--- src/design/bgpm_pkg.sv ---
// Shared types and constants for the Bayer green peak meter.
// No dependencies; every other design file imports this package.
package bgpm_pkg;

    localparam int PIX_W          = 10;       // width of the pixel_value field
    localparam int LEVEL_W        = 10;       // width of the peak_level field
    localparam int USED_W         = 24;       // width of the pixels_used field
    localparam int TOP_W          = 24;       // width of the top_count register
    localparam int PIXEL_BITS_DEF = 10;
    localparam int COUNT_BITS_DEF = 24;
    localparam int QUEUE_DEPTH    = 4;        // power of two

    localparam logic [TOP_W-1:0] TOP_RESET = 24'd207360;

    typedef struct packed {
        logic [PIX_W-1:0] pixel_value;
        logic             end_of_line;
        logic             end_of_frame;
    } t_pixel_in;

    typedef struct packed {
        logic [LEVEL_W-1:0] peak_level;
        logic [USED_W-1:0]  pixels_used;
        logic               no_pixels;
    } t_peak_out;

    // One queued job for the back end.
    typedef struct packed {
        logic [PIX_W-1:0] level;
        logic             green;
        logic             eof;
    } t_bgpm_entry;

    // Control and status from the back end to the front end.
    typedef struct packed {
        logic pop;
        logic clearing;
    } t_back_ctl;

endpackage

--- src/design/bgpm_front.sv ---
// Front end of the peak meter: accepts pixels, tracks the Bayer phase and
// queues green pixels and frame ends for the back end. Depends on bgpm_pkg.
module bgpm_front
    import bgpm_pkg::*;
(
    input  logic        i_clk,
    input  logic        i_rst_n,
    input  logic        i_pix_valid,
    output logic        o_pix_ready,
    input  t_pixel_in   i_pixel,
    input  t_back_ctl   i_ctl,
    output logic        o_q_valid,
    output t_bgpm_entry o_q_entry
);

    localparam int QAW = $clog2(QUEUE_DEPTH);

    t_bgpm_entry        r_q [QUEUE_DEPTH];
    logic [QAW-1:0]     r_wr_ptr;
    logic [QAW-1:0]     r_rd_ptr;
    logic [QAW:0]       r_count;
    logic               r_row_odd;
    logic               r_col_odd;

    logic accept;
    logic push;
    logic pop;
    logic green;

    assign green       = r_row_odd ^ r_col_odd;
    assign o_pix_ready = (r_count != (QAW+1)'(QUEUE_DEPTH)) && !i_ctl.clearing;
    assign accept      = i_pix_valid && o_pix_ready;
    // Pixels that are neither green nor a frame end leave no work behind.
    assign push        = accept && (green || i_pixel.end_of_frame);
    assign pop         = i_ctl.pop;
    assign o_q_valid   = (r_count != '0);
    assign o_q_entry   = r_q[r_rd_ptr];

    always_ff @(posedge i_clk) begin
        if (!i_rst_n) begin
            r_row_odd <= 1'b0;
            r_col_odd <= 1'b0;
        end else if (accept) begin
            if (i_pixel.end_of_frame) begin
                r_row_odd <= 1'b0;
                r_col_odd <= 1'b0;
            end else if (i_pixel.end_of_line) begin
                r_row_odd <= !r_row_odd;
                r_col_odd <= 1'b0;
            end else begin
                r_col_odd <= !r_col_odd;
            end
        end
    end

    always_ff @(posedge i_clk) begin
        if (!i_rst_n) begin
            r_wr_ptr <= '0;
            r_rd_ptr <= '0;
            r_count  <= '0;
        end else begin
            if (push) begin
                r_wr_ptr <= r_wr_ptr + 1'b1;
            end
            if (pop) begin
                r_rd_ptr <= r_rd_ptr + 1'b1;
            end
            if (push && !pop) begin
                r_count <= r_count + 1'b1;
            end else if (pop && !push) begin
                r_count <= r_count - 1'b1;
            end
        end
    end

    always_ff @(posedge i_clk) begin
        if (push) begin
            r_q[r_wr_ptr] <= '{level: i_pixel.pixel_value, green: green,
                               eof: i_pixel.end_of_frame};
        end
    end

endmodule

--- config.mk ---
export PLATFORM = sky130hd
export DESIGN_NAME = bgpm_front
export DESIGN_NICKNAME = d
export VERILOG_FILES = /design/src/design/bgpm_pkg.sv /design/src/design/bgpm_front.sv
export SDC_FILE = /design/constraint.sdc
export NUM_CORES = 1
export LEC_CHECK = 0
export BUFFER_PORTS_ARGS = -buffer_cell sky130_fd_sc_hd__buf_2
export CAP_MARGIN = 20
export CELL_PAD_IN_SITES_DETAIL_PLACEMENT = 1
export CELL_PAD_IN_SITES_GLOBAL_PLACEMENT = 1
export CORE_MARGIN = 1
export CORE_UTILIZATION = 45
export CTS_BUF_LIST = sky130_fd_sc_hd__clkbuf_8
export CTS_CLUSTER_DIAMETER = 100
export DETAILED_ROUTE_END_ITERATION = 12
export HOLD_SLACK_MARGIN = 0.08
export PLACE_DENSITY_LB_ADDON = 0.1
export SYNTH_ARGS = -nofsm -noshare
export SYNTH_HDL_FRONTEND = slang
export SYNTH_SLANG_ARGS = --single-unit
--- constraint.sdc ---
create_clock -name i_clk -period 2.55 [get_ports i_clk]
set_clock_uncertainty 0.05 [all_clocks]
set_input_delay 0.3825 -clock i_clk [delete_from_list [all_inputs] [get_ports i_clk]]
set_output_delay 0.3825 -clock i_clk [all_outputs]
set_load 0.02 [all_outputs]
==> impl_metrics.yaml, run 1 <==
power:
  max-vdd-ir-drop_uv: 306
  leakage_nw: 0.994
  power_density_mw_per_mm2: 729
setup_path:
  cp-end-kind: "register"
  cp_max_fo: 3
  regToRegEndpoint: "r_count[2]"
  cp_slowest_cell: "fa_1"
  critical_path_class: "reg2reg"
  cp_data_arrival_time_ps: 2390
  ff2ff_setup_slack_ps: 360
  ff2ff_path_depth: 8
  crit_required_ps: 2750
  cp-start-kind: "register"
  r2r_start: "r_row_odd"
  max_stage_delay_ps: 370
  crit_chain: "xnor2_1, a211oi_4, ha_1, inv_1, fa_1, xor2_1, or3_1, a21oi_1"
grt:
  grt_pass1_vias: 1285
  antenna_found_initial: 0
  use_met3_pct: 3.84
  busiest_layer: "met2"
  grt_max_degree: 13
  gr-total-overflow: 0
  grt.met2_usage_pct: 27.9
  grt_use_total_pct: 16.1
  grt_first_pass_wirelength_um: 5930
  grt_use_met1_pct: 17.5
synth:
  synth_simple_gate_area_share_pct: 5.89
  synth.most_common_cell: "edfxtp_1"
  syn_area_per_cell_sq_um: 18.7
  yosys-top-cells-count: "edfxtp_1, mux4_2, dfxtp_1"
  yosysWarningCount: 0
  synthFlopType: "edfxtp_1"
  synthCells: 124
  synth-seq-cells: 59
  synth.top_cell.area_share_pct: 62.3
  muxShareOfSynthArea_pct: 13.0
  synth_top_family_by_area: "multiplexers"
  synth_area_leaders: "edfxtp_1, mux4_2, dfxtp_1"
  synthXorXnorAreaFrac_pct: 1.89
  synth.largest_area_cell: "edfxtp_1"
  synth_area_sq_mm: 0.00231
  synthArstFlopShare_pct: 0
  synth_cell_types: 25
  yosysSeqAreaShare_pct: 71.8
  synth-adder-area-share_pct: 3.57
  synth_compound_area_share_pct: 2.27
  synthesis.nets: 147
  synth_edf_count: 48
timing:
  rsz0062_at_grt: "no"
  fin_tns_setup_ps: 0
  hold_ws_ps: 222
  min_period_over_period_pct: 85.8
  worst_slew_pin_slew_ps: 621
  finalHoldViolations: 0
  finalMaxSlewViolations: 0
  setup_violations: 0
  slew_headroom_pct: 58.5
  fmax_mhz: 457
  fin_crit_ps: 2190
status:
  status: "finished, final reports clean"
clock_tree:
  clk-insertion-delay-late_ps: 320
  post_cts_buffers: 0
  cts.reportedPaths.clkPinSlew_ps: 60
  cts_root_buf: "clkbuf_8"
  numClockSinks: 59
  h-tree-depth: 3
  cts_buffers: 9
  ctsResizeCount: 0
  cts_tree: "yes"
  cts_buffer_depth: 2
  hold_buffers: 0
hold_path:
  whs_path_depth: 1
  holdPathEnd: "r_q[0][6]"
  min_from: "i_pixel[6]"
  hold_path.class: "in2reg"
floorplanning:
  core_area_sq_mm: 0.00485
  start_util_pct: 47.7
  die-area_sq_mm: 0.00543
  fp.dieW_um: 73.7
  std_cell_rows: 25
  io_pins: 31
  die_y_um: 73.7
cells_and_area:
  fill_cells: 473
  layout.nets: 192
  drive_above_1_share_pct: 37.0
  area.sequential_sq_mm: 0.00166
  num_antenna_cells: 0
  multi_input_area_sq_um: 616
  syn2layout_area_growth_pct: 18.1
route:
  dr.pass1.iters: 4
  avgViaCountPerCell: 4.91
  vias: 1179
  drc: 0
  ant_nets: 0
  drt_iter0_markers: 90
  wl_per_cell_um: 15.9
  wirelength_um: 3820
placed_design:
  dp_hpwl_um: 2630
  gp_congestion: 0.711
  io_buffers: 30
flow_run:
  max_cap_violations: 0
-- sequential cells by signal, indices dropped and copies added, names as in the netlist, named ones only --
register	flops
r_row_odd	1
r_col_odd	1
r_count	3
r_q	48
r_rd_ptr	2
r_wr_ptr	2
-- metal layers --
| layer | wire length (um) | part of all wire [%] | vias to the layer above |
|---|---|---|---|
| met1 | 1630 | 43 | 580 |
| li1 | - | - | 563 |
| met2 | 1990 | 52 | 28 |
| met3 | 113 | 3.0 | 8 |
| met5 | 0 | 0 | - |
| met4 | 92 | 2.4 | 0 |
-- placed cells by master, fill, tap and decap left out --
cell type,n
nand2_1,5
o21ai_0,2
nor2_1,7
or4b_1,1
mux2i_1,3
xnor2_1,2
ha_1,5
nand2b_2,1
clkinv_2,3
or3_2,1
clkbuf_8,9
clkinv_1,1
or3_1,1
fa_1,1
buf_2,30
o31ai_1,1
or4_1,1
and2_1,4
or2b_1,1
a21oi_1,3
xor2_1,3
a211oi_4,1
mux4_2,12
dfxtp_1,11
nor3b_4,1
inv_1,9
edfxtp_1,48
buf_4,6
-- kinds of logic (layout without fill, tap and decap cells) --
family | count (synthesis) | in the layout
and+or+nand+nor | 23 | 23
adders and majority gates | 6 | 6
AOI/OAI and AO/OA | 7 | 7
xor gates and xnor gates | 5 | 5
buffers and inverters | 9 | 58
muxes | 15 | 15
DFF | 59 | 59
-- critical path: cells and delay by family, from the launching register on --
family / cells / cell delay (ps)
XOR/XNOR: 2 / 350
AO/OA/AOI/OAI: 2 / 430
adder cells (fa/ha/maj): 2 / 590
flip-flops: 1 / 330
AND/OR/NAND/NOR: 1 / 310
buffers and inverters: 1 / 70
-- power by group --
part | switching (mW) | total [mW] | internal (mW) | leakage (nW)
Clock | 0.326 | 0.657 | 0.330 | 0.0887
Sequential | 0.0278 | 1.10 | 1.07 | 0.523
Combinational | 0.127 | 0.235 | 0.108 | 0.382
-- area by class of cell --
type                    instances  share of cell area, %
flip-flops and latches         59                   60.8
multi-input cells              56                   22.5
repair buffers                 36                   7.14
clock buffers                   9                   4.53
well taps                      67                   3.07
clock inverters                 6                  0.962
inverters                       7                  0.962
-- stage by stage --
stage	area, sq um	cells	power, mW	util, %	setup WS [ps]
after floorplan	2310	124	1.28	-	318
after global placement	2580	225	1.35	53.3	303
after detailed placement	2580	225	1.36	53.3	194
after CTS	2730	240	2.01	56.4	352
after global routing	2730	240	2.07	56.4	269
final	2730	240	1.99	56.4	363
-- worst max path at each step --
stage | to | slack (ps) | depth (start not counted) | from
floorplan | r_count[2] | 320 | 8 | i_ctl[0]
global placement | r_count[2] | 300 | 9 | i_ctl[0]
detailed placement | r_count[2] | 190 | 9 | i_ctl[0]
CTS | r_count[2] | 350 | 8 | r_row_odd
global route | r_count[2] | 270 | 8 | r_row_odd
finish | r_count[2] | 360 | 8 | r_row_odd
Power figures use the tool's default switching activity.
==> inputs of run 2 (changes only) <==
Settings changed: ABC_AREA from default to 1.
==> run 2 against run 1 <==
Net effect: critical path type is now reg2out; sequential share of layout area shrank 1.2 points; clock-buffer cell count is the same; worst hold slack gained 4.7 ps; synthesized cell count grew 65%; die area grew 2.8%; flip-flop and latch count is the same; total power grew 0.13%; via count grew 37%; clock power shrank 1%; synthesized area grew 2.9%; sequential power is essentially flat; global-route usage grew 3.0 points.
==> impl_metrics.yaml, run 2 <==
floorplanning:
  core_area_sq_mm: 0.00511
  die_y_um: 74.8
  std_cell_rows: 26
  io_pins: 31
  die-area_sq_mm: 0.00559
  start_util_pct: 46.6
  fp.dieW_um: 74.8
route:
  wl_per_cell_um: 15.1
  vias: 1620
  drc: 0
  avgViaCountPerCell: 5.06
  wirelength_um: 4840
  met2RoutedLength_um: 2580
  routed.top_layer: "met4"
  dr.pass1.iters: 4
  ant_nets: 0
  dr_wl_met3_um: 131
  wl_met1_um: 2040
  drt_iter0_markers: 75
synth:
  synth_edf_count: 48
  synth-seq-cells: 59
  yosysSeqAreaShare_pct: 69.7
  syn_area_per_cell_sq_um: 11.7
  synthCells: 204
  synthesis.nets: 227
  synth_area_leaders: "edfxtp_1, dfxtp_1, nor2_1"
  synth_cell_types: 21
  synthFlopType: "edfxtp_1"
  synth_area_sq_mm: 0.00238
  yosys-top-cells-count: "edfxtp_1, nor2_1, inv_1, o21ai_0, nand2_1"
  synth.most_common_cell: "edfxtp_1"
  synth.largest_area_cell: "edfxtp_1"
  synth.top_cell.area_share_pct: 60.5
  synthArstFlopShare_pct: 0
  yosysWarningCount: 0
clock_tree:
  cts_root_buf: "clkbuf_8"
  post_cts_buffers: 0
  cts_buffers: 9
  cts_buffer_depth: 2
  numClockSinks: 59
  clk-insertion-delay-late_ps: 320
  hold_buffers: 0
  ctsResizeCount: 0
  cts.reportedPaths.clkPinSlew_ps: 60
  cts_tree: "yes"
  h-tree-depth: 3
grt:
  gr-total-overflow: 0
  grt_pass1_vias: 1649
  grt_use_total_pct: 19.1
  grt_max_degree: 25
  grt_first_pass_wirelength_um: 7530
  antenna_found_initial: 0
timing:
  setup_violations: 0
  fin_crit_ps: 2170
  fmax_mhz: 461
  finalMaxSlewViolations: 0
  worst_slew_pin_slew_ps: 451
  fin_tns_setup_ps: 0
  slew_headroom_pct: 69.9
  rsz0062_at_grt: "no"
  min_period_over_period_pct: 85.1
  finalHoldViolations: 0
power:
  leakage_nw: 1.09
  power_density_mw_per_mm2: 716
  power.total_mw: 1.99
  max-vdd-ir-drop_uv: 330
cells_and_area:
  mostFrequentLayoutCell: "edfxtp_1"
  fin_util_pct: 54.6
  fill_cells: 578
  drive_above_1_share_pct: 22.4
  syn2layout_area_growth_pct: 17.0
  reg_top3: "r_q: 48 flops, r_count: 3 flops"
  largest_reg_flops: 48
  num_antenna_cells: 0
  layout.nets: 269
  regMostFlops: "r_q"
  final_cell_mix: "edfxtp_1, nor2_1, buf_2"
placed_design:
  dp_hpwl_um: 3290
  gp_congestion: 0.705
  io_buffers: 30
setup_path:
  crit_required_ps: 2120
  critical_path_class: "reg2out"
  cp-start-kind: "register"
  cp-end-kind: "output pin"
  cp_max_fo: 24
  cp_data_arrival_time_ps: 1740
flow_run:
  max_cap_violations: 0
status:
  status: "finished, final reports clean"
hold_path:
  hold_path.class: "in2reg"
[run 2: cell count changes after synthesis, moves of 3 or more]
cell     previous run  this run
nor2_1              7        39
o21ai_0             2        22
inv_1               7        22
mux4_2             12         0
o22ai_1             0        12
nand2_1             5        13
o21ai_1             0         8
and2_1              4         0
buf_2               0         3
inv_2               0         3
mux2i_1             3         0
nand3_1             0         3
xor2_1              3         0
[run 2: layout make-up]
type | instances | area [sq um] | share of cell area [%]
Multi-Input combinational cell | 114 | 593 | 21.3
Inverter | 25 | 93.8 | 3.37
Clock buffer | 9 | 124 | 4.44
Clock inverter | 6 | 25.0 | 0.898
Sequential cell | 59 | 1660 | 59.6
Timing Repair Buffer | 37 | 203 | 7.27
Tap cell | 70 | 87.6 | 3.14
[run 2: where the power goes]
| part | leakage, nW | switching (mW) | internal, mW |
|---|---|---|---|
| Clock | 0.0826 | 0.321 | 0.329 |
| Sequential | 0.525 | 0.0224 | 1.08 |
| Combinational | 0.485 | 0.163 | 0.0830 |
| Total | 1.09 | 0.506 | 1.49 |
[run 2: worst max-delay path: stages, from the launching register on]
cell and delay, ps:
dfxtp_1 600, inv_2 290, o21ai_0 270, o22ai_1 90, buf_2 160
[run 2: per-stage QoR]
stage                     setup WS [ps]  hold WS, ps  cells  cell area (sq um)
after global placement              589          378    305               2640
after global routing                228          208    320               2790
after floorplan                     732          362    204               2380
after detailed placement            455          390    305               2640
after CTS                           336          211    320               2790
final                               379          227    320               2790
[run 2: logic make-up (layout without fill, tap and decap cells)]
| kind of cell | after synthesis | in the layout | synth area share (%) |
|---|---|---|---|
| compound gates | 47 | 47 | 10.5 |
| fa+ha+maj | 6 | 6 | 3.47 |
| buf+inv | 31 | 77 | 5.36 |
| flops | 59 | 59 | 69.7 |
| simple gates | 61 | 61 | 10.9 |
[run 2: final timing paths]
check / from / to / slack (ps) / cells after the start
max: register / o_q_entry[9] / 380 / 4
min: i_pixel[10] / r_q[3][10] / 230 / 1
max reg2reg: r_count[1] / r_count[2] / 510 / 11
min reg2reg: r_rd_ptr[1] / r_rd_ptr[1] / 410 / 1
[run 2: layer usage]
layer  global-route usage [%]  up-vias
li1                         -      790
met1                     20.1      798
met2                     35.7       24
met3                     4.28        8
met4                     9.43        0
met5                        0        -
==> inputs of run 3 (changes only) <==
Settings changed: SETUP_SLACK_MARGIN from default to 0.3.
Clock period 2.55 ns to 2.6 ns, I/O delays scaled along.
==> run 3 against run 2 <==
Net effect: setup slack gained 110 ps; critical path type unchanged; sequential power about the same; critical path depth is 1 higher; die area stayed put; via count increased by 1.7%; total power up 5.5%; non-clock buffer count did not move; clock power is 20% higher; combinational power about the same; largest power group unchanged; core utilization is 0.81 points higher.
==> impl_metrics.yaml, run 3 (synthesized netlist as in run 2, its figures left out) <==
timing:
  finalMaxSlewViolations: 0
  slew_headroom_pct: 71.9
  rsz0062_at_grt: "no"
  fin_crit_ps: 2110
  finalHoldViolations: 0
  setup_violations: 0
  fin_tns_setup_ps: 0
  worst_slew_pin_slew_ps: 421
  fmax_mhz: 475
  setup_ws_ps: 494
  min_period_over_period_pct: 81.0
cells_and_area:
  fill_cells: 570
  mostFrequentLayoutCell: "edfxtp_1"
  regMostFlops: "r_q"
  reg_top3: "r_q: 48 flops, r_count: 3 flops"
  drive_above_1_share_pct: 23.5
  multi_input_area_sq_um: 593
  syn2layout_area_growth_pct: 18.7
  num_antenna_cells: 0
  area.sequential_sq_mm: 0.00166
  layout.nets: 269
  final_cell_mix: "edfxtp_1, nor2_1, buf_2"
  fin_util_pct: 55.4
  largest_reg_flops: 48
route:
  dr_wl_met3_um: 158
  wl_met1_um: 2030
  ant_nets: 0
  dr.pass1.iters: 4
  drc: 0
  vias: 1648
  routed.top_layer: "met4"
  wl_per_cell_um: 16.0
  met2RoutedLength_um: 2870
  wirelength_um: 5150
  avgViaCountPerCell: 5.13
  drt_iter0_markers: 53
clock_tree:
  numClockSinks: 59
  cts_buffer_depth: 2
  post_cts_buffers: 0
  clk-insertion-delay-late_ps: 330
  cts.reportedPaths.clkPinSlew_ps: 60
  h-tree-depth: 3
  cts_buffers: 9
  cts_root_buf: "clkbuf_8"
  cts_tree: "yes"
grt:
  grt_max_degree: 25
  antenna_found_initial: 0
  grt_first_pass_wirelength_um: 7930
  gr-total-overflow: 0
  grt_pass1_vias: 1800
  grt_use_total_pct: 20.5
floorplanning:
  fp.dieW_um: 74.8
  die-area_sq_mm: 0.00559
  std_cell_rows: 26
  core_area_sq_mm: 0.00511
  die_y_um: 74.8
  io_pins: 31
  start_util_pct: 46.6
placed_design:
  dp_slack_ps: 510
  gp_congestion: 0.697
  dp_hpwl_um: 3620
  io_buffers: 30
setup_path:
  cp-start-kind: "register"
  cp_max_fo: 13
  crit_required_ps: 2160
  cp_data_arrival_time_ps: 1670
  cp-end-kind: "output pin"
  critical_path_class: "reg2out"
power:
  power_density_mw_per_mm2: 744
  leakage_nw: 1.12
  power.total_mw: 2.11
  max-vdd-ir-drop_uv: 388
hold_path:
  hold_path.class: "in2reg"
status:
  status: "finished, final reports clean"
flow_run:
  max_cap_violations: 0
## run 3: changes by cell type in the layout (fill, tap and decap cells not counted)
cell,previous run,this run
dfxtp_1,11,10
inv_1,23,25
clkbuf_8,9,10
clkinv_1,3,0
dfxtp_2,0,1
bufinv_16,0,1
## run 3: critical path: stages (launching register included)
cell	delay, ps
dfxtp_1	300
buf_4	180
inv_1	340
o21ai_0	190
o22ai_1	150
buf_2	190
## run 3: power breakdown
group / internal (mW) / total (mW) / leakage (nW) / switching (mW)
combinational: 0.0822 / 0.244 / 0.485 / 0.162
clock: 0.455 / 0.783 / 0.110 / 0.329
sequential: 1.06 / 1.08 / 0.526 / 0.0217
## run 3: layer usage
layer | vias to the layer above | track usage [%]
met3 | 7 | 5.35
li1 | 791 | -
met1 | 819 | 19.5
met5 | - | 0
met4 | 0 | 11.3
met2 | 31 | 39.7
## run 3: stage by stage
stage | std cells | hold WS (ps) | cell area, sq um
floorplan | 204 | 362 | 2380
global placement | 305 | 375 | 2640
detailed placement | 305 | 385 | 2640
CTS | 321 | 207 | 2830
global route | 321 | 201 | 2830
finish | 321 | 220 | 2830
## run 3: path summary, 6_finish.rpt
check	start	end	slack [ps]	cells after the start
setup reg to reg	r_count[0]	r_count[2]	590	11
hold reg to reg	r_rd_ptr[1]	r_rd_ptr[1]	400	1
hold / removal	i_pixel[3]	r_q[2][3]	220	1
setup / recovery	register	o_q_entry[9]	490	5
## run 3: cell type report
type | count | share of cell area (%)
clock buffers | 10 | 4.87
clock inverters | 6 | 1.81
inverters | 25 | 3.32
multi-input cells | 114 | 21.0
flip-flops and latches | 59 | 58.8
well taps | 70 | 3.10
repair buffers | 37 | 7.16
## run 3: what timing repair did
item / CTS / global route
setup endpoints to repair: 0 / 2
hold buffers: 0 / 0
gates resized for setup: 0 / 1
